File: src/rtl/core/bcs_pkg.sv
// shared types and constants for the bezier connector segmenter
// no dependencies; every module of the block imports this package
package bcs_pkg;

    localparam int SEGMENTS_DEF = 20;

    // fixed-point layout: t in Q1.16, curve sums scaled by 2^48
    localparam int FRAC  = 48;
    localparam int SW    = 67;
    localparam int GW    = 49;
    localparam int FW    = 48;
    localparam int SPLIT = 24;

    typedef struct packed {
        logic signed [15:0] start_x;
        logic signed [15:0] start_y;
        logic signed [15:0] end_x;
        logic signed [15:0] end_y;
    } pts_t;

    typedef struct packed {
        logic signed [15:0] seg_x0;
        logic signed [15:0] seg_y0;
        logic signed [15:0] seg_x1;
        logic signed [15:0] seg_y1;
        logic               last_segment;
    } seg_t;

    // one curve evaluation as issued by the sequencer
    typedef struct packed {
        logic signed [15:0]   sx;
        logic signed [15:0]   sy;
        logic signed [16:0]   dx;
        logic signed [15:0]   hx;
        logic signed [16:0]   dy;
        logic        [GW-1:0] g;
        logic signed [FW-1:0] f;
        logic                 first;
        logic                 last;
    } eval_t;

    // partial products
    typedef struct packed {
        logic signed [15:0] sx;
        logic signed [15:0] sy;
        logic signed [41:0] xg_lo;
        logic signed [42:0] xg_hi;
        logic signed [40:0] xf_lo;
        logic signed [39:0] xf_hi;
        logic signed [41:0] yg_lo;
        logic signed [42:0] yg_hi;
        logic               first;
        logic               last;
    } prod_t;

    // recombined products
    typedef struct packed {
        logic signed [15:0]   sx;
        logic signed [15:0]   sy;
        logic signed [SW-1:0] xg;
        logic signed [SW-1:0] xf;
        logic signed [SW-1:0] yg;
        logic                 first;
        logic                 last;
    } acc_t;

    // full curve sums, point = sum / 2^48
    typedef struct packed {
        logic signed [15:0]   sx;
        logic signed [15:0]   sy;
        logic signed [SW-1:0] px;
        logic signed [SW-1:0] py;
        logic                 first;
        logic                 last;
    } sum_t;

endpackage

File: src/rtl/core/bcs_sum.sv
// two add stages: recombine partial products, then add the start point
// depends on bcs_pkg
module bcs_sum (
    input  logic           clk,
    input  logic           rst_n,
    input  logic           pr_valid,
    output logic           pr_ready,
    input  bcs_pkg::prod_t pr,
    output logic           sm_valid,
    input  logic           sm_ready,
    output bcs_pkg::sum_t  sm
);
    import bcs_pkg::*;

    logic  ac_valid_reg, ac_valid_next;
    logic  sm_valid_reg, sm_valid_next;
    acc_t  ac_reg;
    sum_t  sm_reg;
    logic  ac_load, sm_load;

    assign sm_load  = !sm_valid_reg || sm_ready;
    assign ac_load  = !ac_valid_reg || sm_load;
    assign pr_ready = ac_load;

    always_comb
    begin
        ac_valid_next = ac_load ? pr_valid : ac_valid_reg;
        sm_valid_next = sm_load ? ac_valid_reg : sm_valid_reg;
    end

    always_ff @(posedge clk or negedge rst_n)
    begin
        if (!rst_n)
        begin
            ac_valid_reg <= 1'b0;
            sm_valid_reg <= 1'b0;
        end
        else
        begin
            ac_valid_reg <= ac_valid_next;
            sm_valid_reg <= sm_valid_next;
        end
    end

    always_ff @(posedge clk)
    begin
        if (ac_load && pr_valid)
        begin
            ac_reg.sx    <= pr.sx;
            ac_reg.sy    <= pr.sy;
            ac_reg.xg    <= (SW'(pr.xg_hi) <<< SPLIT) + SW'(pr.xg_lo);
            ac_reg.xf    <= (SW'(pr.xf_hi) <<< SPLIT) + SW'(pr.xf_lo);
            ac_reg.yg    <= (SW'(pr.yg_hi) <<< SPLIT) + SW'(pr.yg_lo);
            ac_reg.first <= pr.first;
            ac_reg.last  <= pr.last;
        end
        if (sm_load && ac_valid_reg)
        begin
            sm_reg.sx    <= ac_reg.sx;
            sm_reg.sy    <= ac_reg.sy;
            sm_reg.px    <= (SW'(ac_reg.sx) <<< FRAC) + ac_reg.xg + ac_reg.xf;
            sm_reg.py    <= (SW'(ac_reg.sy) <<< FRAC) + ac_reg.yg;
            sm_reg.first <= ac_reg.first;
            sm_reg.last  <= ac_reg.last;
        end
    end

    assign sm_valid = sm_valid_reg;
    assign sm       = sm_reg;

endmodule

File: config.mk
export PLATFORM = sky130hd
export DESIGN_NAME = bcs_sum
export DESIGN_NICKNAME = d
export VERILOG_FILES = /design/src/rtl/core/bcs_pkg.sv /design/src/rtl/core/bcs_sum.sv
export SDC_FILE = /design/constraint.sdc
export NUM_CORES = 1
export LEC_CHECK = 0
export BUFFER_PORTS_ARGS = -buffer_cell sky130_fd_sc_hd__buf_4
export CORE_MARGIN = 4
export CORE_UTILIZATION = 25
export CTS_CLUSTER_DIAMETER = 50
export CTS_CLUSTER_SIZE = 16
export DETAILED_ROUTE_END_ITERATION = 8
export PLACE_DENSITY = 0.41
export SYNTH_ARGS = -nofsm -noshare
export SYNTH_HDL_FRONTEND = slang
export SYNTH_SLANG_ARGS = --single-unit
File: constraint.sdc
create_clock -name clk -period 6.62 [get_ports clk]
set_input_delay 0.331 -clock clk [delete_from_list [all_inputs] [get_ports clk]]
set_output_delay 0.331 -clock clk [all_outputs]
set_load 0.005 [all_outputs]
# After elaboration in Yosys (flattened, before gate mapping)
# Index checks and enable logic that the tools add are counted.
# totals
inputBits	289
regBits	405
word_cells	27
# op_classes
n_reduce_logical	6
add_sub_neg	6
# ops
cell	count
adder 64 x 67 -> 67 bit	2
adder 67 x 42 -> 67 bit	2
adder 67 bit	1
adder 64 x 41 -> 65 bit	1
logical AND 1 bit	2
logical NOT 1 bit	2
logical OR 1 bit	2

# Longest topological paths before layout
# logic_depth
ltp_word	4
ltp_mapped	14
mapped_depth_nobuf	14

# Worst setup path before layout
# No wires, ideal clock.
# synth_timing
kind	register to register
start	register sm_valid_reg (netlist: sm_valid)
end	register ac_reg[0] (netlist bit) (enable)
path_slack_ps	125
setup_time_ps	624
required_ps	5996
period_less_slack_ps	6495
arrival_ps	5871
stages_incl_launch_ff	3
cell_sequence	dfrtp_1 -> nand3b_1 -> and2_1
# synth_via
elab_chain_cells	4
# synth_lines
item	line	source
start: declaration	bcs_sum.sv:16	logic sm_valid_reg, sm_valid_next;
start signal: assignment	bcs_sum.sv:41	sm_valid_reg <= sm_valid_next;
logical NOT 1 bit	bcs_sum.sv:21	assign sm_load = !sm_valid_reg || sm_ready;
logical OR 1 bit	bcs_sum.sv:21	
logical OR 1 bit	bcs_sum.sv:22	assign ac_load = !ac_valid_reg || sm_load;
via pr_ready	bcs_sum.sv:7	output logic pr_ready,
logical AND 1 bit	bcs_sum.sv:47	if (ac_load && pr_valid)
end: declaration	bcs_sum.sv:17	acc_t ac_reg;
# The timed path passes the listed nets, and every way through them passes these cells.
# A chain may end at the register's enable or synchronous reset.

# Worst setup path in the final report
# layout_timing
start	register ac_reg[71] (netlist bit)
end	register sm_reg (netlist bit sm[133]) (data pin)
# layout_via
elab_chain_cells	1
# layout_lines
item	line	source
adder 67 bit	bcs_sum.sv:61	sm_reg.px <= (SW'(ac_reg.sx) <<< FRAC) + ac_reg.xg + ac_reg.xf;
end: declaration	bcs_sum.sv:18	sum_t sm_reg;
# Every way passes these cells.

==> flow_summary.json <==
{
  "crit_arrival_ns": 4.16,
  "nets": 3214,
  "critPathMaxStageDelay_ns": 0.47,
  "post-dp-hpwl_um": 60200,
  "maxCapViolCount": 0,
  "power_leakage_nw": 13.4,
  "place_congestion": 0.902,
  "slowest_stage": "a221oi_2",
  "startpoint_type": "register",
  "worstMarginPinSlew_ns": 0.905,
  "crit_chain": "ha_1, ha_1, a211oi_1, o21ai_0, a211oi_2, a21oi_1, o21ai_1, o211ai_1, a221oi_2, o21ai_0, o21ai_1, xnor2_1",
  "num_vias": 18500,
  "cp_data_required_time_ns": 6.94,
  "hold_violations": 0,
  "clock_skew_ns": 0.0317,
  "synthToLayoutAreaGrowth_pct": 34.7,
  "yosys.cell_count.top_type": "edfxtp_1",
  "netlist_instances": 2060,
  "largest_register_ffs": 233,
  "finalCritPeriodShare_pct": 58.0,
  "netlist_top_cells_count": "edfxtp_1, ha_1, a21oi_1",
  "syn_nets": 2627,
  "yosysTopAreaCellShare_pct": 49.8,
  "cts_tree": "built",
  "synth_top_flop_cell": "edfxtp_1",
  "timing.setup.tns_ns": 0,
  "async_flop_share_pct": 0.496,
  "ys_ff_latch": 403,
  "path_max_fanout": 4,
  "maxSlewViolCount": 0,
  "htreeDepth": 3,
  "drtAntennaViolNets": 0,
  "netlist_area_um2": 24200,
  "power_density_nw_per_um2": 310,
  "initial_core_util_pct": 25.4,
  "grt_pass1_vias": 19400,
  "syn_avg_cell_area_um2": 11.7,
  "critPathKind": "reg2reg",
  "synth_seq_area_share_pct": 50.0,
  "cts_resized": 0,
  "grt_setup_unrepaired": "false",
  "postCtsHoldBufs": 115,
  "fmax_mhz": 261,
  "ys.warnings.count": 0,
  "die_x_um": 319,
  "peakVddDrop_mv": 0.178,
  "synth_edf_count": 401,
  "track_usage_pct": 14.6,
  "drt-vias-per-instance": 4.66,
  "whs_ns": 0.101,
  "worstSetupEndpointType": "register",
  "min_period_ns": 3.84,
  "antenna_found_initial": 4,
  "dieHeight_um": 319,
  "yosys.area.top_type": "edfxtp_1",
  "finalPower_mw": 10.1,
  "worstSkewPairLatency_ns": 0.60,
  "grt_first_pass_wirelength_um": 116000,
  "dr.first_iter.drc_count": 813,
  "core_um2": 95400,
  "io_pins": 459,
  "io_buffers": 458,
  "post_cts_buffers": 0,
  "grt_max_degree": 127,
  "num_rows": 113,
  "finalSetupViolations": 0,
  "grt.overflow.total": 0,
  "clk_path_buf_depth": 3,
  "first_pass_iters": 5,
  "yosysUniqueCellTypes": 79,
  "max_slew_margin_pct": 39.7,
  "cts_root_buffer": "clkbuf_16",
  "wl_per_cell_um": 19.3,
  "outcome": "finished, final reports clean",
  "route.detailed.drc": 0,
  "drive_above_1_share_pct": 23.1,
  "dieArea_um2": 102000,
  "cts.sinks": 403,
  "hold_class": "in2reg",
  "numCtsBuffers": 70,
  "totalWireLength_um": 76500,
  "yosys-top-cells-area": "edfxtp_1, ha_1, xnor2_1, a21oi_1, a21o_1",
  "cts.clk_slew.worst_paths_ns": 0.06,
  "fin_util_pct": 34.1
}
[worst max-delay path, delay by kind of cell, from the launching register on]
kind | cells | cell delay [ns]
AO/OA/AOI/OAI | 9 | 2.45
XOR/XNOR | 1 | 0.08
adder cells (fa/ha/maj) | 2 | 0.63
flip-flops | 1 | 0.38
[per-stage QoR]
| stage | setup slack [ns] | std cells | cell area, um^2 |
|---|---|---|---|
| finish | 2.78 | 3970 | 32600 |
| global route | 2.38 | 3970 | 32600 |
| CTS | 2.77 | 3966 | 32600 |
| detailed placement | 2.80 | 3725 | 29000 |
| global placement | 2.80 | 3725 | 29000 |
| floorplan | 0.125 | 2060 | 24200 |
[per-layer routing]
layer	routed length (um)	track usage (%)
met1	32700	18.0
met5	0	0
met4	2340	5.00
met2	36900	24.8
met3	4540	3.80
[final timing paths]
| check | slack [ns] | to | depth (start not counted) | from |
|---|---|---|---|---|
| max | 2.78 | sm[133]$_DFFE_PP_ | 12 | ac_reg[71]$_DFFE_PP_ |
| min | 0.10 | ac_reg[27]$_DFFE_PP_ | 2 | pr[70] |
| max reg2reg | 2.78 | sm[133]$_DFFE_PP_ | 12 | ac_reg[71]$_DFFE_PP_ |
| min reg2reg | 0.40 | sm[40]$_DFFE_PP_ | 0 | ac_reg[40]$_DFFE_PP_ |
| max in group asynchronous | 6.42 | ac_valid_reg$_DFFE_PN0N_ | 2 | rst_n |
| min in group asynchronous | 0.11 | sm_valid$_DFFE_PN0P_ | 2 | rst_n |
[placed cells by master (no fill, tap or decap), types with 52 or more instances in the layout]
| master | Yosys | layout |
|---|---|---|
| nor2_1 | 92 | 92 |
| a21oi_1 | 219 | 219 |
| nand2_1 | 119 | 119 |
| o21bai_1 | 52 | 52 |
| xor2_1 | 72 | 72 |
| inv_1 | 62 | 62 |
| ha_1 | 255 | 255 |
| clkbuf_16 | 0 | 72 |
| edfxtp_1 | 401 | 401 |
| dlygate4sd3_1 | 0 | 115 |
| a21o_1 | 113 | 113 |
| o21ai_0 | 96 | 96 |
| buf_4 | 0 | 462 |
| xnor2_1 | 126 | 126 |
[where the power goes]
part / switching [mW] / leakage (nW) / internal, mW
Clock: 1.39 / 1.15 / 2.27
Sequential: 0.164 / 3.87 / 3.33
Combinational: 1.66 / 8.37 / 1.27
Total: 3.21 / 13.4 / 6.87
[logic make-up after synthesis]
group           after synthesis  synth area share, %
compound gates              653                 17.8
flops                       403                 50.0
simple gates                401                 7.97
fa+ha+maj                   278                 15.1
xor+xnor                    198                 7.17
buf+inv                     125                 1.94
mux                           2               0.0828
[cell type report]
type / count / area (um^2)
Inverter: 62 / 233
Multi-Input combinational cell: 1532 / 11600
Tap cell: 1265 / 1580
Clock buffer: 74 / 1810
Clock inverter: 52 / 586
Antenna cell: 4 / 10.0
Sequential cell: 403 / 12100
Timing Repair Buffer: 578 / 4640
Fill cell: 9585 / 62800
Power figures use the tool's default switching activity.
