`config.mk`:
```
export PLATFORM = sky130hd
export DESIGN_NAME = bcs_out
export DESIGN_NICKNAME = d
export VERILOG_FILES = /design/src/rtl/core/bcs_pkg.sv /design/src/rtl/core/bcs_out.sv
export SDC_FILE = /design/constraint.sdc
export NUM_CORES = 1
export LEC_CHECK = 0
export BUFFER_PORTS_ARGS = -buffer_cell sky130_fd_sc_hd__buf_2
export CORE_AREA = 2 2 92 94
export DETAILED_ROUTE_END_ITERATION = 10
export DIE_AREA = 0 0 94 96
export GPL_ROUTABILITY_DRIVEN = 0
export GPL_TIMING_DRIVEN = 0
export PLACE_DENSITY_LB_ADDON = 0.08
export SYNTH_ARGS = -nofsm -noshare
export SYNTH_HDL_FRONTEND = slang
export SYNTH_SLANG_ARGS = --single-unit
```
`constraint.sdc`:
```
create_clock -name clk -period 3.45 [get_ports clk]
set_clock_uncertainty 0.2 [all_clocks]
set_input_delay 0.69 -clock clk [delete_from_list [all_inputs] [get_ports clk]]
set_output_delay 0.69 -clock clk [all_outputs]
set_load 0.05 [all_outputs]
```
`src/rtl/core/bcs_pkg.sv`:
```
// shared types and constants for the bezier connector segmenter
// no dependencies; every module of the block imports this package
package bcs_pkg;

    localparam int SEGMENTS_DEF = 20;

    // fixed-point layout: t in Q1.16, curve sums scaled by 2^48
    localparam int FRAC  = 48;
    localparam int SW    = 67;
    localparam int GW    = 49;
    localparam int FW    = 48;
    localparam int SPLIT = 24;

    typedef struct packed {
        logic signed [15:0] start_x;
        logic signed [15:0] start_y;
        logic signed [15:0] end_x;
        logic signed [15:0] end_y;
    } pts_t;

    typedef struct packed {
        logic signed [15:0] seg_x0;
        logic signed [15:0] seg_y0;
        logic signed [15:0] seg_x1;
        logic signed [15:0] seg_y1;
        logic               last_segment;
    } seg_t;

    // one curve evaluation as issued by the sequencer
    typedef struct packed {
        logic signed [15:0]   sx;
        logic signed [15:0]   sy;
        logic signed [16:0]   dx;
        logic signed [15:0]   hx;
        logic signed [16:0]   dy;
        logic        [GW-1:0] g;
        logic signed [FW-1:0] f;
        logic                 first;
        logic                 last;
    } eval_t;

    // partial products
    typedef struct packed {
        logic signed [15:0] sx;
        logic signed [15:0] sy;
        logic signed [41:0] xg_lo;
        logic signed [42:0] xg_hi;
        logic signed [40:0] xf_lo;
        logic signed [39:0] xf_hi;
        logic signed [41:0] yg_lo;
        logic signed [42:0] yg_hi;
        logic               first;
        logic               last;
    } prod_t;

    // recombined products
    typedef struct packed {
        logic signed [15:0]   sx;
        logic signed [15:0]   sy;
        logic signed [SW-1:0] xg;
        logic signed [SW-1:0] xf;
        logic signed [SW-1:0] yg;
        logic                 first;
        logic                 last;
    } acc_t;

    // full curve sums, point = sum / 2^48
    typedef struct packed {
        logic signed [15:0]   sx;
        logic signed [15:0]   sy;
        logic signed [SW-1:0] px;
        logic signed [SW-1:0] py;
        logic                 first;
        logic                 last;
    } sum_t;

endpackage

```
`src/rtl/core/bcs_out.sv`:
```
// output stage: truncate sums toward zero, pair with the previous point
// depends on bcs_pkg
module bcs_out (
    input  logic          clk,
    input  logic          rst_n,
    input  logic          sm_valid,
    output logic          sm_ready,
    input  bcs_pkg::sum_t sm,
    output logic          seg_valid,
    input  logic          seg_ready,
    output bcs_pkg::seg_t seg
);
    import bcs_pkg::*;

    logic               seg_valid_reg, seg_valid_next;
    seg_t               seg_reg;
    logic               load;
    logic signed [15:0] qx, qy;

    assign load     = !seg_valid_reg || seg_ready;
    assign sm_ready = load;

    // floor, then step up by one for a negative value with a fraction
    assign qx = sm.px[FRAC+15:FRAC] + 16'(sm.px[SW-1] && (|sm.px[FRAC-1:0]));
    assign qy = sm.py[FRAC+15:FRAC] + 16'(sm.py[SW-1] && (|sm.py[FRAC-1:0]));

    always_comb
    begin
        seg_valid_next = load ? sm_valid : seg_valid_reg;
    end

    always_ff @(posedge clk or negedge rst_n)
    begin
        if (!rst_n)
            seg_valid_reg <= 1'b0;
        else
            seg_valid_reg <= seg_valid_next;
    end

    // the register still holds the previous beat's end point
    always_ff @(posedge clk)
    begin
        if (load && sm_valid)
        begin
            seg_reg.seg_x0       <= sm.first ? sm.sx : seg_reg.seg_x1;
            seg_reg.seg_y0       <= sm.first ? sm.sy : seg_reg.seg_y1;
            seg_reg.seg_x1       <= qx;
            seg_reg.seg_y1       <= qy;
            seg_reg.last_segment <= sm.last;
        end
    end

    assign seg_valid = seg_valid_reg;
    assign seg       = seg_reg;

endmodule

```
# Word-level counts from Yosys, hierarchy flattened
# Index checks and enable logic that the tools add are counted.
[word_totals]
register_bits = 66
[op_classes]
n_addsub = 2
n_mux = 2
reduce_logical = 7
[ops]
columns = ["operator", "n"]
rows = [
  ["OR reduction 48 bit", 2],
  ["adder 16 x 1 -> 16 bit", 2],
  ["two-way mux 16 bit", 2],
  ["logical AND 1 bit", 3],
  ["zero test 1 bit", 1],
  ["logical OR 1 bit", 1],
]

# Logic depth before layout (Yosys ltp)
[depth]
depth_word = 3
depth_mapped = 8
mapped_depth_nobuf = 8

# Worst setup path before layout
# OpenSTA, ideal clock, no wires.
[synth_timing]
path_kind = "input port to flip-flop"
start = "input seg_ready"
end = "register seg_reg, in the netlist seg[0], enable pin"
setup_ns = 0.430
arrival_time_ns = 2.763
slack_ns = 0.057
cell_stages = 2
path_cell_list = "nand2b_1 > and2_1"
[synth_between]
elab_chain_cells = 2
[synth_rtl]
columns = ["item", "line_no", "rtl"]
rows = [
  ["from (decl)", "bcs_out.sv:10", "input logic seg_ready,"],
  ["logical OR 1 bit", "bcs_out.sv:20", "assign load = !seg_valid_reg || seg_ready;"],
  ["logical AND 1 bit", "bcs_out.sv:43", "if (load && sm_valid)"],
  ["to (decl)", "bcs_out.sv:16", "seg_t seg_reg;"],
]
# No other way between the ends.
# A chain may end at the register's enable or synchronous reset.

# Worst setup path in the final report
[layout_timing]
start = "input sm[20] in the netlist's numbering"
end = "register seg_reg, in the netlist seg[11], data pin"
[layout_between]
elab_chain_cells = 3
[layout_rtl]
columns = ["item", "line_no", "rtl"]
rows = [
  ["from (decl)", "bcs_out.sv:8", "input bcs_pkg::sum_t sm,"],
  ["OR reduction 48 bit", "bcs_out.sv:25", "assign qy = sm.py[FRAC+15:FRAC] + 16'(sm.py[SW-1] && (|sm.py[FRAC-1:0]));"],
  ["logical AND 1 bit", "bcs_out.sv:25", ""],
  ["adder 16 x 1 -> 16 bit", "bcs_out.sv:25", ""],
  ["named net qy[10]", "bcs_out.sv:18", "logic signed [15:0] qx, qy;"],
]
# The timed path passes the listed nets, and every way through them passes these cells.

==> results list <==
- Synthesized-area fraction occupied by xor and xnor cells: 0.0761
- Setup CP Type: in2reg
- The first detailed-routing pass took 4 iterations.
* GRT Residual Overflow: 0
* Vias in the first global route: 2805
* Quantity of gates resized following cts: 0
* Data arrival time of the worst path: 2.57 ns
- Final critical-path share of the clock period: 0.780
* Initial standard-cell utilization of the core: 0.400
- In this run the core area contains 33 standard-cell rows.
- Compared with the post-synthesis result, the final layout area differs by 46.9%.
* Launching element type of the critical path: primary input
* Max-slew violation count: 0
- After floorplanning, the core was sized to cover 8050 um^2.
- Area fraction in and, or, nand and nor cells after synthesis: 0.166
* Per-cell routed wire length: between 15 and 20 um
* Worst IR Drop VDD: approximately 0.00016 V
* I/O Pins: 239
- Power comes to between 2 and 2.5 mW.
- Fill cell instance count of the final layout: roughly 740
* Post-synthesis share of cell area spent on full adders, half adders and majority gates: 0.0155
* Library cell used as clock root buffer: sky130_fd_sc_hd__clkbuf_8
- In the final layout, the share of cells above drive strength 1 is 0.631.
- Clock tree from TritonCTS: yes
- Flip-flop and latch count after synthesis: 66
* Average vias per placed instance: around 4.9
* Cell Area, Synth: 3220 um^2
* Area used by multi-input combinational logic: around 1200 um^2
- The tightest min-delay check is of the in2reg type.
* Relative max-transition margin: 0.422
- The register with the most flip-flops in the layout has 65 of them.
- The number of clock buffers added by TritonCTS is 9.
* Instance count of the mapped netlist: ~220
* Worst skew pair latency: 0.34 ns
- Area fraction in compound gates after synthesis: 0.00543
- The routed design could run at a clock period as short as about 2.7 ns.
- Fmax: 372 MHz
- Final-report hold violation count: 0
- Dividing total power by cell area gives a power density of 433 nW/um^2.
* Highest fanout seen on the critical path: 6
* Fin util: 0.588
* DRT iter0 DRCs: 43
- Count of synthesis-stage warnings from yosys: 0
* Maximum number of pins on one net before global-route repair: 66
- STA puts the critical path data required time at approximately 3.3 ns.
* Buffers from clock root to sink, at most: 2
* LEAKAGE: approximately 2.0 nW
- Total setup violations reported at the end of the flow: 0
* Global-route wire length before repair: 12.9 mm
- In the global route stage, overall resource usage came out at 0.188.
- Sequential-to-total area share from yosys stat: 0.613
- 0 antenna diodes ended up in the layout.
- Transition time at the pin with the least slew margin: a little under 0.9 ns
- Buffers placed on the I/O ports in this run total 233.
* Post-synthesis net count: around 400
- After clock tree synthesis, the clock-pin slew on the worst setup and hold paths is about 0.08 ns.
- Number of remaining DRC errors: 0
- In the final timing run, aggregate negative setup slack is 0 ns.
- The HPWL after detailed placement is 7.01 mm.
* Routed Antenna Nets: 0
- Once the clock tree was built, the setup fixing pass inserted 0 buffers.
* Multiplexer share of the synthesized area: 0.112
* Number of antenna violations at the first check in global routing: 0
* Footprint of the flip-flops and latches: about 2000 um^2
- The tool flagged a number of max-cap violations equal to 0.
- CTS built an H-tree with a depth of 3.
- Final Routed Wirelength: around 8.6 mm
* Count of distinct cell types in the synthesized netlist: 23
- The die is 94 um wide.
- Crit path capture type: flop
- Result of the run: finished, final reports clean
* CTS hold repair buffers: 1
* Final #Nets: 640
- Sink count of the clock tree: 66
- In this run the vertical extent of the chip is 96 um.
* Total via count in the routed design: about 2800
- Setup repair after global routing missed its margin: no
* R2R Setup Slk: ~1.6 ns
- The average instance in the mapped netlist occupies ~15 um^2.
- The floorplan step defined a die boundary enclosing between 9000 and 10000 um^2.
* Largest family of logic cells by synthesized area: simple AND/OR/NAND/NOR gates
-- report_power, final --
| part | switching (mW) | internal [mW] | leakage, nW | total, mW |
|---|---|---|---|---|
| Sequential | 0.0170 | 0.945 | 0.630 | 0.962 |
| Clock | 0.321 | 0.338 | 0.0885 | 0.659 |
| Combinational | 0.284 | 0.147 | 1.32 | 0.430 |
| Total | 0.621 | 1.43 | 2.04 | 2.05 |
-- worst paths after layout --
check                               start   endpoint  cells past startpoint
worst min register to register  seg_valid  seg_valid                      2
max in group asynchronous           rst_n  seg_valid                      2
min in group asynchronous           rst_n  seg_valid                      2
worst min-delay path                sm[0]     seg[0]                      1
worst max-delay path               sm[20]    seg[11]                      9
worst max register to register  seg_valid    seg[10]                      2
-- Yosys cell counts --
| master | instances | area [um^2] |
|---|---|---|
| sky130_fd_sc_hd__edfxtp_1 | 65 | 1950 |
| sky130_fd_sc_hd__ha_1 | 4 | 50.1 |
| sky130_fd_sc_hd__clkbuf_1 | 1 | 3.75 |
| sky130_fd_sc_hd__mux2_1 | 2 | 22.5 |
| sky130_fd_sc_hd__xnor2_1 | 8 | 70.1 |
| sky130_fd_sc_hd__dfrtp_1 | 1 | 25.0 |
| sky130_fd_sc_hd__nand2b_1 | 2 | 12.5 |
| sky130_fd_sc_hd__mux2_2 | 30 | 338 |
| sky130_fd_sc_hd__nand4_4 | 2 | 42.5 |
| sky130_fd_sc_hd__and2_1 | 1 | 6.26 |
| sky130_fd_sc_hd__nor3_1 | 8 | 40.0 |
| sky130_fd_sc_hd__nor4_2 | 8 | 100 |
| sky130_fd_sc_hd__nor2_1 | 6 | 22.5 |
| sky130_fd_sc_hd__nor4_1 | 24 | 150 |
| sky130_fd_sc_hd__inv_1 | 5 | 18.8 |
| sky130_fd_sc_hd__o31a_1 | 2 | 17.5 |
| sky130_fd_sc_hd__nand4_2 | 2 | 25.0 |
| sky130_fd_sc_hd__nand3_4 | 1 | 17.5 |
| sky130_fd_sc_hd__buf_2 | 3 | 15.0 |
| sky130_fd_sc_hd__xor2_1 | 20 | 175 |
| sky130_fd_sc_hd__nand4_1 | 8 | 50.1 |
| sky130_fd_sc_hd__nand3_1 | 8 | 40.0 |
| sky130_fd_sc_hd__nand2_1 | 8 | 30.0 |
-- cell families (layout without fill, tap and decap cells) --
kind of cell	Yosys count	in the layout
compound gates	2	2
xor+xnor	28	28
fa+ha+maj	4	4
buf+inv	9	259
flops	66	66
mux	32	32
simple gates	78	78
-- through the flow --
step	worst slack [ns]	cell area, um^2	hold slack [ns]	instances
after floorplan	0.0570	3220	0.194	219
after global placement	-0.310	4520	0.264	557
after detailed placement	0.392	4520	0.268	557
after CTS	0.746	4740	0.304	574
after global routing	0.568	4740	0.303	574
final	0.760	4740	0.323	574
-- layout make-up --
type	count	share of cell area
Tap cell	105	0.0277
Inverter	5	0.00396
Timing Repair Buffer	234	0.248
Clock inverter	7	0.0164
Buffer	4	0.00396
Multi-Input combinational cell	144	0.256
Clock buffer	9	0.0262
Sequential cell	66	0.417
-- critical path: stages --
cell                      delay, ns
sky130_fd_sc_hd__buf_2         0.10
sky130_fd_sc_hd__nor4_1        0.35
sky130_fd_sc_hd__nand4_1       0.16
sky130_fd_sc_hd__o31a_1        0.32
sky130_fd_sc_hd__ha_1          0.22
sky130_fd_sc_hd__ha_1          0.21
sky130_fd_sc_hd__nand3_1       0.27
sky130_fd_sc_hd__nor3_1        0.10
sky130_fd_sc_hd__xor2_1        0.15
-- metal layers --
metal  global-route usage  share of wire  vias to the layer above
met5                    0              0                        -
met4               0.0821          0.017                        0
met3               0.0321          0.065                       12
met2                0.342           0.54                      130
met1                0.217           0.38                     1302
li1                     -              -                     1358
-- cell usage in the layout, fill, tap and decap left out, drive strengths merged --
cell         netlist  layout
xnor2              8       8
nor2               6       6
nand3              9       9
edfxtp            65      65
inv                5       7
nand2              8       8
clkbuf             1      10
nor3               8       8
dfrtp              1       1
and2               1       1
nand2b             2       2
nand4             12      12
clkinvlp           0       4
bufinv             0       1
o31a               2       2
buf                3     236
nor4              32      32
ha                 4       4
mux2              32      32
dlygate4sd3        0       1
xor2              20      20
(Power assumes the default switching activity.)
