==> src/rtl/core/bcs_pkg.sv <==
// shared types and constants for the bezier connector segmenter
// no dependencies; every module of the block imports this package
package bcs_pkg;

    localparam int SEGMENTS_DEF = 20;

    // fixed-point layout: t in Q1.16, curve sums scaled by 2^48
    localparam int FRAC  = 48;
    localparam int SW    = 67;
    localparam int GW    = 49;
    localparam int FW    = 48;
    localparam int SPLIT = 24;

    typedef struct packed {
        logic signed [15:0] start_x;
        logic signed [15:0] start_y;
        logic signed [15:0] end_x;
        logic signed [15:0] end_y;
    } pts_t;

    typedef struct packed {
        logic signed [15:0] seg_x0;
        logic signed [15:0] seg_y0;
        logic signed [15:0] seg_x1;
        logic signed [15:0] seg_y1;
        logic               last_segment;
    } seg_t;

    // one curve evaluation as issued by the sequencer
    typedef struct packed {
        logic signed [15:0]   sx;
        logic signed [15:0]   sy;
        logic signed [16:0]   dx;
        logic signed [15:0]   hx;
        logic signed [16:0]   dy;
        logic        [GW-1:0] g;
        logic signed [FW-1:0] f;
        logic                 first;
        logic                 last;
    } eval_t;

    // partial products
    typedef struct packed {
        logic signed [15:0] sx;
        logic signed [15:0] sy;
        logic signed [41:0] xg_lo;
        logic signed [42:0] xg_hi;
        logic signed [40:0] xf_lo;
        logic signed [39:0] xf_hi;
        logic signed [41:0] yg_lo;
        logic signed [42:0] yg_hi;
        logic               first;
        logic               last;
    } prod_t;

    // recombined products
    typedef struct packed {
        logic signed [15:0]   sx;
        logic signed [15:0]   sy;
        logic signed [SW-1:0] xg;
        logic signed [SW-1:0] xf;
        logic signed [SW-1:0] yg;
        logic                 first;
        logic                 last;
    } acc_t;

    // full curve sums, point = sum / 2^48
    typedef struct packed {
        logic signed [15:0]   sx;
        logic signed [15:0]   sy;
        logic signed [SW-1:0] px;
        logic signed [SW-1:0] py;
        logic                 first;
        logic                 last;
    } sum_t;

endpackage

==> src/rtl/core/bcs_seq.sv <==
// sequencer: takes end points, issues one curve evaluation per cycle unless stalled
// depends on bcs_pkg; holds the per-step weight tables built at elaboration
module bcs_seq #(
    parameter int SEGMENTS = bcs_pkg::SEGMENTS_DEF
) (
    input  logic          clk,
    input  logic          rst_n,
    input  logic          pts_valid,
    output logic          pts_ready,
    input  bcs_pkg::pts_t pts,
    output logic          ev_valid,
    input  logic          ev_ready,
    output bcs_pkg::eval_t ev
);
    import bcs_pkg::*;

    localparam int KW = $clog2(SEGMENTS + 1);

    // weights per step: g = T^2 (3 - 2t) and f = 3 T U (U - T), all scaled to 2^48
    logic        [GW-1:0] g_tab [0:SEGMENTS];
    logic signed [FW-1:0] f_tab [0:SEGMENTS];

    for (genvar i = 0; i <= SEGMENTS; i++) begin : g_weights
        localparam longint TK = (longint'(i) * 65536) / SEGMENTS;
        localparam longint UK = 65536 - TK;
        localparam longint GK = TK * TK * (3 * 65536 - 2 * TK);
        localparam longint FK = 3 * TK * UK * (UK - TK);
        assign g_tab[i] = GW'(GK);
        assign f_tab[i] = FW'(FK);
    end

    logic                 busy_reg, busy_next;
    logic [KW-1:0]        k_reg, k_next;
    logic signed [15:0]   sx_reg, sy_reg, hx_reg;
    logic signed [16:0]   dx_reg, dy_reg;
    logic                 ev_valid_reg, ev_valid_next;
    eval_t                ev_reg;

    logic                 ev_load;
    logic                 issue;
    logic                 at_last;
    logic                 accept;
    logic signed [16:0]   dx_in;
    logic signed [16:0]   dx_rnd;

    assign ev_load   = !ev_valid_reg || ev_ready;
    assign issue     = busy_reg && ev_load;
    assign at_last   = (k_reg == KW'(SEGMENTS));
    assign pts_ready = !busy_reg || (issue && at_last);
    assign accept    = pts_valid && pts_ready;

    // half the x span, truncated toward zero
    assign dx_in  = 17'(pts.end_x) - 17'(pts.start_x);
    assign dx_rnd = dx_in + {16'b0, dx_in[16]};

    always_comb
    begin
        busy_next = busy_reg;
        k_next    = k_reg;
        if (issue)
        begin
            k_next = k_reg + KW'(1);
            if (at_last)
                busy_next = 1'b0;
        end
        if (accept)
        begin
            busy_next = 1'b1;
            k_next    = KW'(1);
        end
    end

    always_comb
    begin
        ev_valid_next = ev_load ? busy_reg : ev_valid_reg;
    end

    always_ff @(posedge clk or negedge rst_n)
    begin
        if (!rst_n)
        begin
            busy_reg     <= 1'b0;
            k_reg        <= '0;
            ev_valid_reg <= 1'b0;
        end
        else
        begin
            busy_reg     <= busy_next;
            k_reg        <= k_next;
            ev_valid_reg <= ev_valid_next;
        end
    end

    always_ff @(posedge clk)
    begin
        if (accept)
        begin
            sx_reg <= pts.start_x;
            sy_reg <= pts.start_y;
            dx_reg <= dx_in;
            hx_reg <= dx_rnd[16:1];
            dy_reg <= 17'(pts.end_y) - 17'(pts.start_y);
        end
        if (issue)
        begin
            ev_reg.sx    <= sx_reg;
            ev_reg.sy    <= sy_reg;
            ev_reg.dx    <= dx_reg;
            ev_reg.hx    <= hx_reg;
            ev_reg.dy    <= dy_reg;
            ev_reg.g     <= g_tab[k_reg];
            ev_reg.f     <= f_tab[k_reg];
            ev_reg.first <= (k_reg == KW'(1));
            ev_reg.last  <= at_last;
        end
    end

    assign ev_valid = ev_valid_reg;
    assign ev       = ev_reg;

endmodule

==> config.mk <==
export PLATFORM = sky130hd
export DESIGN_NAME = bcs_seq
export DESIGN_NICKNAME = d
export VERILOG_FILES = /design/src/rtl/core/bcs_pkg.sv /design/src/rtl/core/bcs_seq.sv
export SDC_FILE = /design/constraint.sdc
export NUM_CORES = 1
export LEC_CHECK = 0
export BUFFER_PORTS_ARGS = -buffer_cell sky130_fd_sc_hd__buf_4
export CAP_MARGIN = 30
export CORE_UTILIZATION = 55
export CTS_CLUSTER_DIAMETER = 60
export DETAILED_ROUTE_END_ITERATION = 7
export GPL_TIMING_DRIVEN = 0
export MAX_ROUTING_LAYER = met4
export PLACE_DENSITY = 0.81
export SYNTH_ARGS = -nofsm -noshare
export SYNTH_HDL_FRONTEND = slang
export SYNTH_SLANG_ARGS = --single-unit
==> constraint.sdc <==
create_clock -name clk -period 11.1 [get_ports clk]
set_input_delay 1.665 -clock clk [delete_from_list [all_inputs] [get_ports clk]]
set_output_delay 1.665 -clock clk [all_outputs]
set_load 0.01 [all_outputs]
# Word-level counts from Yosys, hierarchy flattened
# Memory sizes are Yosys's and may differ from the RTL's. A register that Yosys moved wholly into a read port is not among the register bits.
# Index checks and enable logic that the tools add are counted.
dict set report totals {
  regBits 173
  mem_bits_ro 3104
  wordCells 39
  memories 2
}
dict set report op_classes {
  add_sub_neg 4
  n_eq_ne 2
  mux 5
  n_bitwise 1
  reduce_logical 10
}
# memory words word_bits read_ports rd_clocked_by_memory_dff wr line_no
set memory_table {}
lappend memory_table {{(no name shown)} 32 49 1 1 0 bcs_seq.sv:111} ;# ev_reg.g <= g_tab[k_reg];
lappend memory_table {{(no name shown)} 32 48 1 1 0 bcs_seq.sv:112} ;# ev_reg.f <= f_tab[k_reg];
# operator count
set op_table {}
lappend op_table {{16-bit by 16-bit subtractor with 17-bit output} 2}
lappend op_table {{17-bit by 1-bit adder with 17-bit output} 1}
lappend op_table {{5-bit two-way mux} 2}
lappend op_table {{5-bit NOT with 6-bit output} 1}
lappend op_table {{5-bit by 1-bit adder with 5-bit output (second input constant)} 1}
lappend op_table {{5-bit by 1-bit == test with 1-bit output (second input constant)} 1}
lappend op_table {{5-bit == test (second input constant)} 1}
lappend op_table {{2-bit nonzero test} 2}
lappend op_table {{1-bit logical AND} 3}
lappend op_table {{1-bit two-way mux} 3}
lappend op_table {{1-bit zero test} 2}
lappend op_table {{1-bit logical OR} 2}
lappend op_table {{2-bit AND reduction} 1}

# Depth between registers and ports, before layout
# Gate-level depths: netlist of the first run.
dict set report depth {
  word_depth 8
  mapped_depth 11
  ltp_nobuf 11
}

# Worst setup path after synthesis of the first run
# OpenSTA, ideal clock, no wires.
dict set report synth_timing {
  path_kind {input port to flip-flop}
  start {in ev_ready}
  end {reg ev_reg, in the netlist ev[0], enable pin}
  setup_ns 0.708
  arrival_time_ns 8.944
  required_ns 10.392
  slack_ns 1.448
  cell_stages 2
  path_buffers 0
  path_cell_list {nor2b_1 -> nor2b_1}
}
dict set report synth_between {
  elab_chain_cells 2
}
# element line_no
set synth_rtl {}
lappend synth_rtl {{start: declaration} bcs_seq.sv:12} ;# input logic ev_ready,
lappend synth_rtl {{1-bit logical OR} bcs_seq.sv:46} ;# assign ev_load = !ev_valid_reg || ev_ready;
lappend synth_rtl {{1-bit logical AND} bcs_seq.sv:47} ;# assign issue = busy_reg && ev_load;
lappend synth_rtl {{net issue} bcs_seq.sv:40} ;# logic issue;
lappend synth_rtl {{end: declaration} bcs_seq.sv:37} ;# eval_t ev_reg;
# The timed path passes the listed nets, and every way through them passes these cells.
# A chain may end at the register's enable or synchronous reset.

# Final worst setup path of the first run
dict set report layout_timing {
  start {reg k_reg[1]}
  end {out pts_ready}
}
dict set report layout_between {
  elab_chain_cells 3
}
# element line_no
set layout_rtl {}
lappend layout_rtl {{start: declaration} bcs_seq.sv:33} ;# logic [KW-1:0] k_reg, k_next;
lappend layout_rtl {{start signal: assignment} bcs_seq.sv:89} ;# k_reg <= k_next;
lappend layout_rtl {{5-bit == test} bcs_seq.sv:48} ;# assign at_last = (k_reg == KW'(SEGMENTS));
lappend layout_rtl {{1-bit logical AND} bcs_seq.sv:49} ;# assign pts_ready = !busy_reg || (issue && at_last);
lappend layout_rtl {{1-bit logical OR} bcs_seq.sv:49}
lappend layout_rtl {{end: declaration} bcs_seq.sv:9} ;# output logic pts_ready,
# No other way between the ends.

==> results of run 1 <==
[worst paths after layout]
kind / startpoint / end / slack (ns) / depth (start not counted)
max in group asynchronous: rst_n / k_reg[0] / 10.07 / 1
min in group asynchronous: rst_n / k_reg[2] / 0.91 / 1
worst max-delay path: k_reg[1] / pts_ready / 5.31 / 9
worst min register to register: sy_reg[8] / ev[157] / 0.41 / 0
worst max register to register: k_reg[1] / dx_reg[7] / 6.42 / 11
worst min-delay path: sy_reg[8] / ev[157] / 0.41 / 0
[power breakdown]
group          total (W)  internal (W)  switching [W]
combinational    0.00151      0.000556       0.000953
clock           0.000927      0.000568       0.000359
sequential       0.00138       0.00131      0.0000640
total            0.00381       0.00243        0.00138
[synthesized netlist by cell type (2+ instances only)]
cell        n  area share [%]
buf_4      18             1.2
mux2i_1     8            0.69
or2_2       2            0.11
nand4_1     2            0.11
o311ai_0    2            0.15
fa_1        2            0.35
nor2b_1    13            0.70
and3_1      3            0.16
o31ai_1     9            0.58
dfrtp_1     7             1.5
buf_1      11            0.36
a311oi_1    4            0.30
a21o_1      5            0.32
o21a_1      9            0.58
a31o_2      3            0.23
a211oi_1    4            0.26
nand2_1    75             2.4
a221o_1     2            0.17
nor3_1     18            0.78
buf_6       2            0.19
ha_1       48             5.2
clkbuf_1   27            0.87
o21bai_1    4            0.26
a31oi_1     8            0.43
a21oi_1    63             2.7
nor2_1     75             2.4
o211ai_1   10            0.65
o22ai_1    11            0.59
a211o_1     2            0.15
a21boi_0    6            0.39
xnor2_1    31             2.3
o41ai_1     3            0.23
and2_1      3            0.16
nand2b_1   11            0.59
edfxtp_1  245              63
inv_1      58             1.9
nand3_1    21            0.91
o32ai_1     4            0.30
o21ai_0    59             2.5
xor2_1      8            0.60
[per-stage QoR]
step / instances / power (W) / instance area, um2 / hold slack [ns]
detailed placement: 1447 / 0.00286 / 13900 / 0.405
global placement: 1441 / 0.00287 / 13800 / 0.401
global route: 1494 / 0.00396 / 14800 / 0.422
CTS: 1494 / 0.00379 / 14800 / 0.414
floorplan: 926 / 0.00220 / 11600 / 0.400
finish: 1494 / 0.00381 / 14800 / 0.413
[area by class of cell]
cell class / count / area share (%)
buffer: 58 / 2.03
tap: 270 / 2.28
timing repair buffer: 251 / 13.2
sequential: 252 / 50.8
multi-input combinational: 557 / 24.0
clock buffer: 28 / 4.44
clock inverter: 19 / 1.77
inverter: 59 / 1.51
[cells by family (layout without fill, tap and decap cells)]
logic type	after synthesis	after routing	synth area share (%)
buffers and inverters	117	415	4.50
DFF	252	252	65.0
AOI/OAI and AO/OA	219	219	11.8
and+or+nand+nor	236	236	9.52
xor gates and xnor gates	39	39	2.95
adders and majority gates	50	50	5.53
muxes	8	8	0.691
other	1	5	0.0324
[routing by layer]
metal	routed length, um	global-route usage [%]	up-vias
met5	0	-	-
met4	1560	13.5	0
met3	2730	6.40	118
met2	17700	56.7	510
met1	11900	35.9	4221
li1	-	-	3932
==> results.yml, run 1 <==
die:
  die_h_um: 147
  start_util_pct: 56.7
  die_w_um: 147
  core_area_mm2: 0.0204
  dieArea_mm2: 0.0217
  rows: 52
  io_pins: 251
global_routing:
  grt_pass1_wl_um: 50400
  grt.overflow.total: 0
  antenna_found_initial: 0
  track_usage_pct: 32.3
  grt_pass1_vias: 8567
  grt_start_max_net_pins: 57
power:
  power.density_mw_per_mm2: 257
  power.leakage_nw: 6.03
  peakVddDrop_uv: 151
timing:
  tns_ns: 0
  min_period_ns: 5.79
  hold_viol_final: 0
  finalSetupViolations: 0
  report.final.slew_viol_count: 0
  rsz0062_at_grt: "no"
  fmax_mhz: 173
  setup_slack_ns: 5.31
  relSlewSlack_pct: 38.2
  skew_ns: 0.0219
  min_period_over_period_pct: 52.1
  tightest_slew_ns: 0.926
clocking:
  clkSinkCount: 252
  root_buffer: "clkbuf_16"
  htreeDepth: 1
  cts_tree: "yes"
  post_cts.repair.setup_buffers: 0
  insertion_delay_ns: 0.56
  cts_buffers: 26
  cts-resized-gates: 0
  clockBufferDepth: 3
  cts_hold_buf: 0
  path_clk_slew_ns: 0.06
critical_path:
  cpMaxStageDelayCell: "clkbuf_1"
  crit_path_end_kind: "output pin"
  path_class: "flop to output pin"
  critPathLaunchType: "flop"
  critPathMaxStageDelay_ns: 0.48
  crit_buf_inv: 4
  cp.arrival_ns: 4.12
  critPathTopFamily: "buffers and inverters"
  crit_chain: "clkbuf_1 -> inv_1 -> ha_1 -> clkbuf_1 -> nand2_1 -> nor2_1 -> nand2_1 -> o21ai_0 -> buf_4"
  critical_path_required_ns: 9.44
  crit_fanout: 12
finish:
  post-route-util_pct: 72.6
  antenna_cells: 0
  largest_reg_flops: 163
  fillers: 1360
  layout_commonest_cell: "buf_4"
  area_growth_pct: 27.9
  final_cell_mix: "buf_4 (263), edfxtp_1 (245), nand2_1 (75), nor2_1 (75), a21oi_1 (63)"
  nets: 1323
  seq_area_mm2: 0.00753
  drive_gt1_share_pct: 26.9
  multi_input_area_mm2: 0.00356
yosys:
  ys_types: 66
  synth_edf_count: 245
  avgSynthCellArea_um2: 12.6
  async_flop_share_pct: 2.78
  syn_inst: 922
  ys_seq_area_share_pct: 65.0
  syn-cell-area_mm2: 0.0116
  synthFlopType: "edfxtp_1"
  ys_seq_elements: 252
  yosys_warnings: 0
detailed_routing:
  detail_route.first_pass.iterations: 5
  wire_per_inst_um: 22.7
  drcViolationCount: 0
  vias: 8781
  vias_per_cell: 5.88
  antenna_left: 0
  totalWireLength_um: 33900
  first_iter_violations: 732
flow_run:
  cap_violations: 0
placement:
  dp_hpwl_um: 24100
  gp_congestion: 1.00
  numPortBuffers: 245
  pre_cts_ws_ns: 6.05
status:
  outcome: "completed"
hold_path:
  hold_class: "flop to flop"
Power figures use the tool's default switching activity.
==> inputs of run 2 (changes only) <==
--- a/config.mk
+++ b/config.mk
@@ -5,14 +5,15 @@
 export SDC_FILE = /design/constraint.sdc
 export NUM_CORES = 1
 export LEC_CHECK = 0
+export ABC_AREA = 1
 export BUFFER_PORTS_ARGS = -buffer_cell sky130_fd_sc_hd__buf_4
 export CAP_MARGIN = 30
-export CORE_UTILIZATION = 55
+export CORE_UTILIZATION = 50
 export CTS_CLUSTER_DIAMETER = 60
 export DETAILED_ROUTE_END_ITERATION = 7
 export GPL_TIMING_DRIVEN = 0
 export MAX_ROUTING_LAYER = met4
-export PLACE_DENSITY = 0.81
+export PLACE_DENSITY = 0.77
 export SYNTH_ARGS = -nofsm -noshare
 export SYNTH_HDL_FRONTEND = slang
 export SYNTH_SLANG_ARGS = --single-unit
==> constraint.sdc (replaced) <==
create_clock -name clk -period 5.15 [get_ports clk]
set_input_delay 0.7725 -clock clk [delete_from_list [all_inputs] [get_ports clk]]
set_output_delay 0.7725 -clock clk [all_outputs]
set_load 0.01 [all_outputs]
==> run 2 against run 1 <==
Setup slack worse by 3.9 ns; final area up 0.81%; sequential share of layout area down 0.41 points; largest power group is now sequential cells; register-to-register slack worse by 5.0 ns; clock-buffer cell count up 1.
==> results.yml, run 2 <==
status:
  outcome: "completed"
critical_path:
  critPathLaunchType: "flop"
  crit_path_end_kind: "flop"
  path_class: "flop to flop"
  cp.arrival_ns: 3.95
  critical_path_required_ns: 5.39
  crit_fanout: 32
die:
  start_util_pct: 51.3
  dieArea_mm2: 0.0241
  die_h_um: 155
  die_w_um: 155
  io_pins: 251
  core_area_mm2: 0.0228
  rows: 55
clocking:
  post_cts.repair.setup_buffers: 0
  cts-resized-gates: 0
  path_clk_slew_ns: 0.06
  clockBufferDepth: 3
  cts_tree: "yes"
  htreeDepth: 1
  root_buffer: "clkbuf_16"
  cts_hold_buf: 0
  insertion_delay_ns: 0.53
  cts_buffers: 26
  clkSinkCount: 252
yosys:
  syn_inst: 1088
  synth_top_area_cell: "edfxtp_1"
  syn-cell-area_mm2: 0.0117
  ys_top_cells_by_area: "edfxtp_1 (63%), nand2_1 (8.6%), ha_1 (5.1%), inv_1 (5.0%), nand3_1 (2.9%)"
  synth.most_common_cell: "nand2_1"
  synthFlopType: "edfxtp_1"
  ys_seq_area_share_pct: 64.3
  synth_edf_count: 245
  async_flop_share_pct: 2.78
  ys_top_cells_by_count: "nand2_1 (269), edfxtp_1 (245), inv_1 (155), nor2_1 (82), nand3_1 (68)"
  ys_types: 39
  yosys_warnings: 0
  ys_seq_elements: 252
  yosysTopAreaCellShare_pct: 62.8
  avgSynthCellArea_um2: 10.8
detailed_routing:
  totalWireLength_um: 31400
  drcViolationCount: 0
  vias_per_cell: 5.11
  vias: 8693
  detail_route.first_pass.iterations: 6
  first_iter_violations: 571
  wire_per_inst_um: 18.4
  antenna_left: 0
global_routing:
  grt_pass1_wl_um: 47600
  grt_start_max_net_pins: 97
  track_usage_pct: 27.0
  grt.overflow.total: 0
  grt_pass1_vias: 8602
  antenna_found_initial: 0
timing:
  min_period_ns: 3.71
  rsz0062_at_grt: "no"
  min_period_over_period_pct: 72.1
  hold_viol_final: 0
  fmax_mhz: 269
  finalSetupViolations: 0
  report.final.slew_viol_count: 0
  skew_ns: 0.0119
  relSlewSlack_pct: 30.0
  tightest_slew_ns: 1.04
finish:
  area_growth_pct: 27.5
  post-route-cell-area_mm2: 0.0149
  nets: 1486
  drive_gt1_share_pct: 22.6
  layout_commonest_cell: "nand2_1"
  final_cell_mix: "nand2_1 (269), buf_4 (264), edfxtp_1 (245), inv_1 (154), nor2_1 (81)"
  largest_reg_flops: 163
  antenna_cells: 0
placement:
  dp_hpwl_um: 24100
  numPortBuffers: 245
  placed_cell_area_mm2: 0.0141
  gp_congestion: 0.961
power:
  peakVddDrop_uv: 308
  p_total_w: 0.00785
  power.density_mw_per_mm2: 525
  power.leakage_nw: 6.77
flow_run:
  cap_violations: 0
hold_path:
  hold_class: "primary input to asynchronous set/reset pin"
## run 2: cell types whose count changed in the layout (fill, tap and decap cells not counted), moves of 9 or more
cell and change:
clkbuf_1 -14, nor2b_1 -12, xor2_1 +12, buf_1 -9, inv_1 +97, xnor2_1 -24, nand2_1 +194, o21a_1 -9
nand2b_1 -11, nand3_1 +47, nor3_1 -11, a21oi_1 -23
## run 2: final timing paths
| kind | from | end | slack (ns) | cells after the start |
|---|---|---|---|---|
| min reg2reg | hx_reg[12] | ev[128] | 0.42 | 0 |
| max reg2reg | k_reg[1] | dy_reg[12] | 1.44 | 10 |
| max | k_reg[1] | dy_reg[12] | 1.44 | 10 |
| min in group clk | hx_reg[12] | ev[128] | 0.42 | 0 |
| max in group asynchronous | rst_n | ev_valid | 4.98 | 1 |
| min | rst_n | k_reg[1] | 0.05 | 1 |
## run 2: critical path, cell delays in order, from the launching register on
cell and delay [ns]:
dfrtp_1 0.53, inv_1 0.36, ha_1 0.30, nand2_1 0.11
nor2_1 0.32, inv_1 0.17, nor2_1 0.17, a21oi_1 0.17
nor2_4 0.76, buf_12 0.29, buf_16 0.20
## run 2: cell type report
class	count	area (um2)
Fill cell	1807	7900
Sequential cell	252	7530
Multi-Input combinational cell	649	3420
Timing Repair Buffer	248	1910
Clock buffer	29	662
Inverter	156	591
Tap cell	313	392
Clock inverter	18	228
Buffer	35	204
## run 2: stage by stage
stage	util [%]	instances	TNS (ns)	setup WS, ns	hold slack [ns]
4_1_cts	65.4	1700	0	1.53	0.0325
5_1_grt	65.4	1700	0	1.21	0.0338
6_report	65.4	1700	0	1.44	0.0459
3_3_place_gp	61.2	1650	-158.65	-1.51	0.401
2_1_floorplan	-	1092	0	0.0618	0.400
3_5_place_dp	61.5	1653	0	1.56	0.405
## run 2: logic make-up after synthesis
logic type                 synth area share, %
and+or+nand+nor                           15.6
DFF                                       64.3
buffers and inverters                     6.73
AOI/OAI and AO/OA                         5.75
adders and majority gates                 5.46
xor gates and xnor gates                  2.16
other                                   0.0320
## run 2: layer usage
| layer | global-route usage, % | up-vias | part of all wire [%] | routed length [um] |
|---|---|---|---|---|
| li1 | - | 4205 | - | - |
| met1 | 30.4 | 4052 | 39 | 12200 |
| met2 | 46.2 | 342 | 50 | 15700 |
| met3 | 4.54 | 94 | 5.9 | 1870 |
| met4 | 14.0 | 0 | 5.2 | 1640 |
| met5 | - | - | 0 | 0 |
## run 2: power breakdown
group / internal, W / switching, W / total, W
clock: 0.00117 / 0.000755 / 0.00193
combinational: 0.00104 / 0.00189 / 0.00293
sequential: 0.00283 / 0.000156 / 0.00299
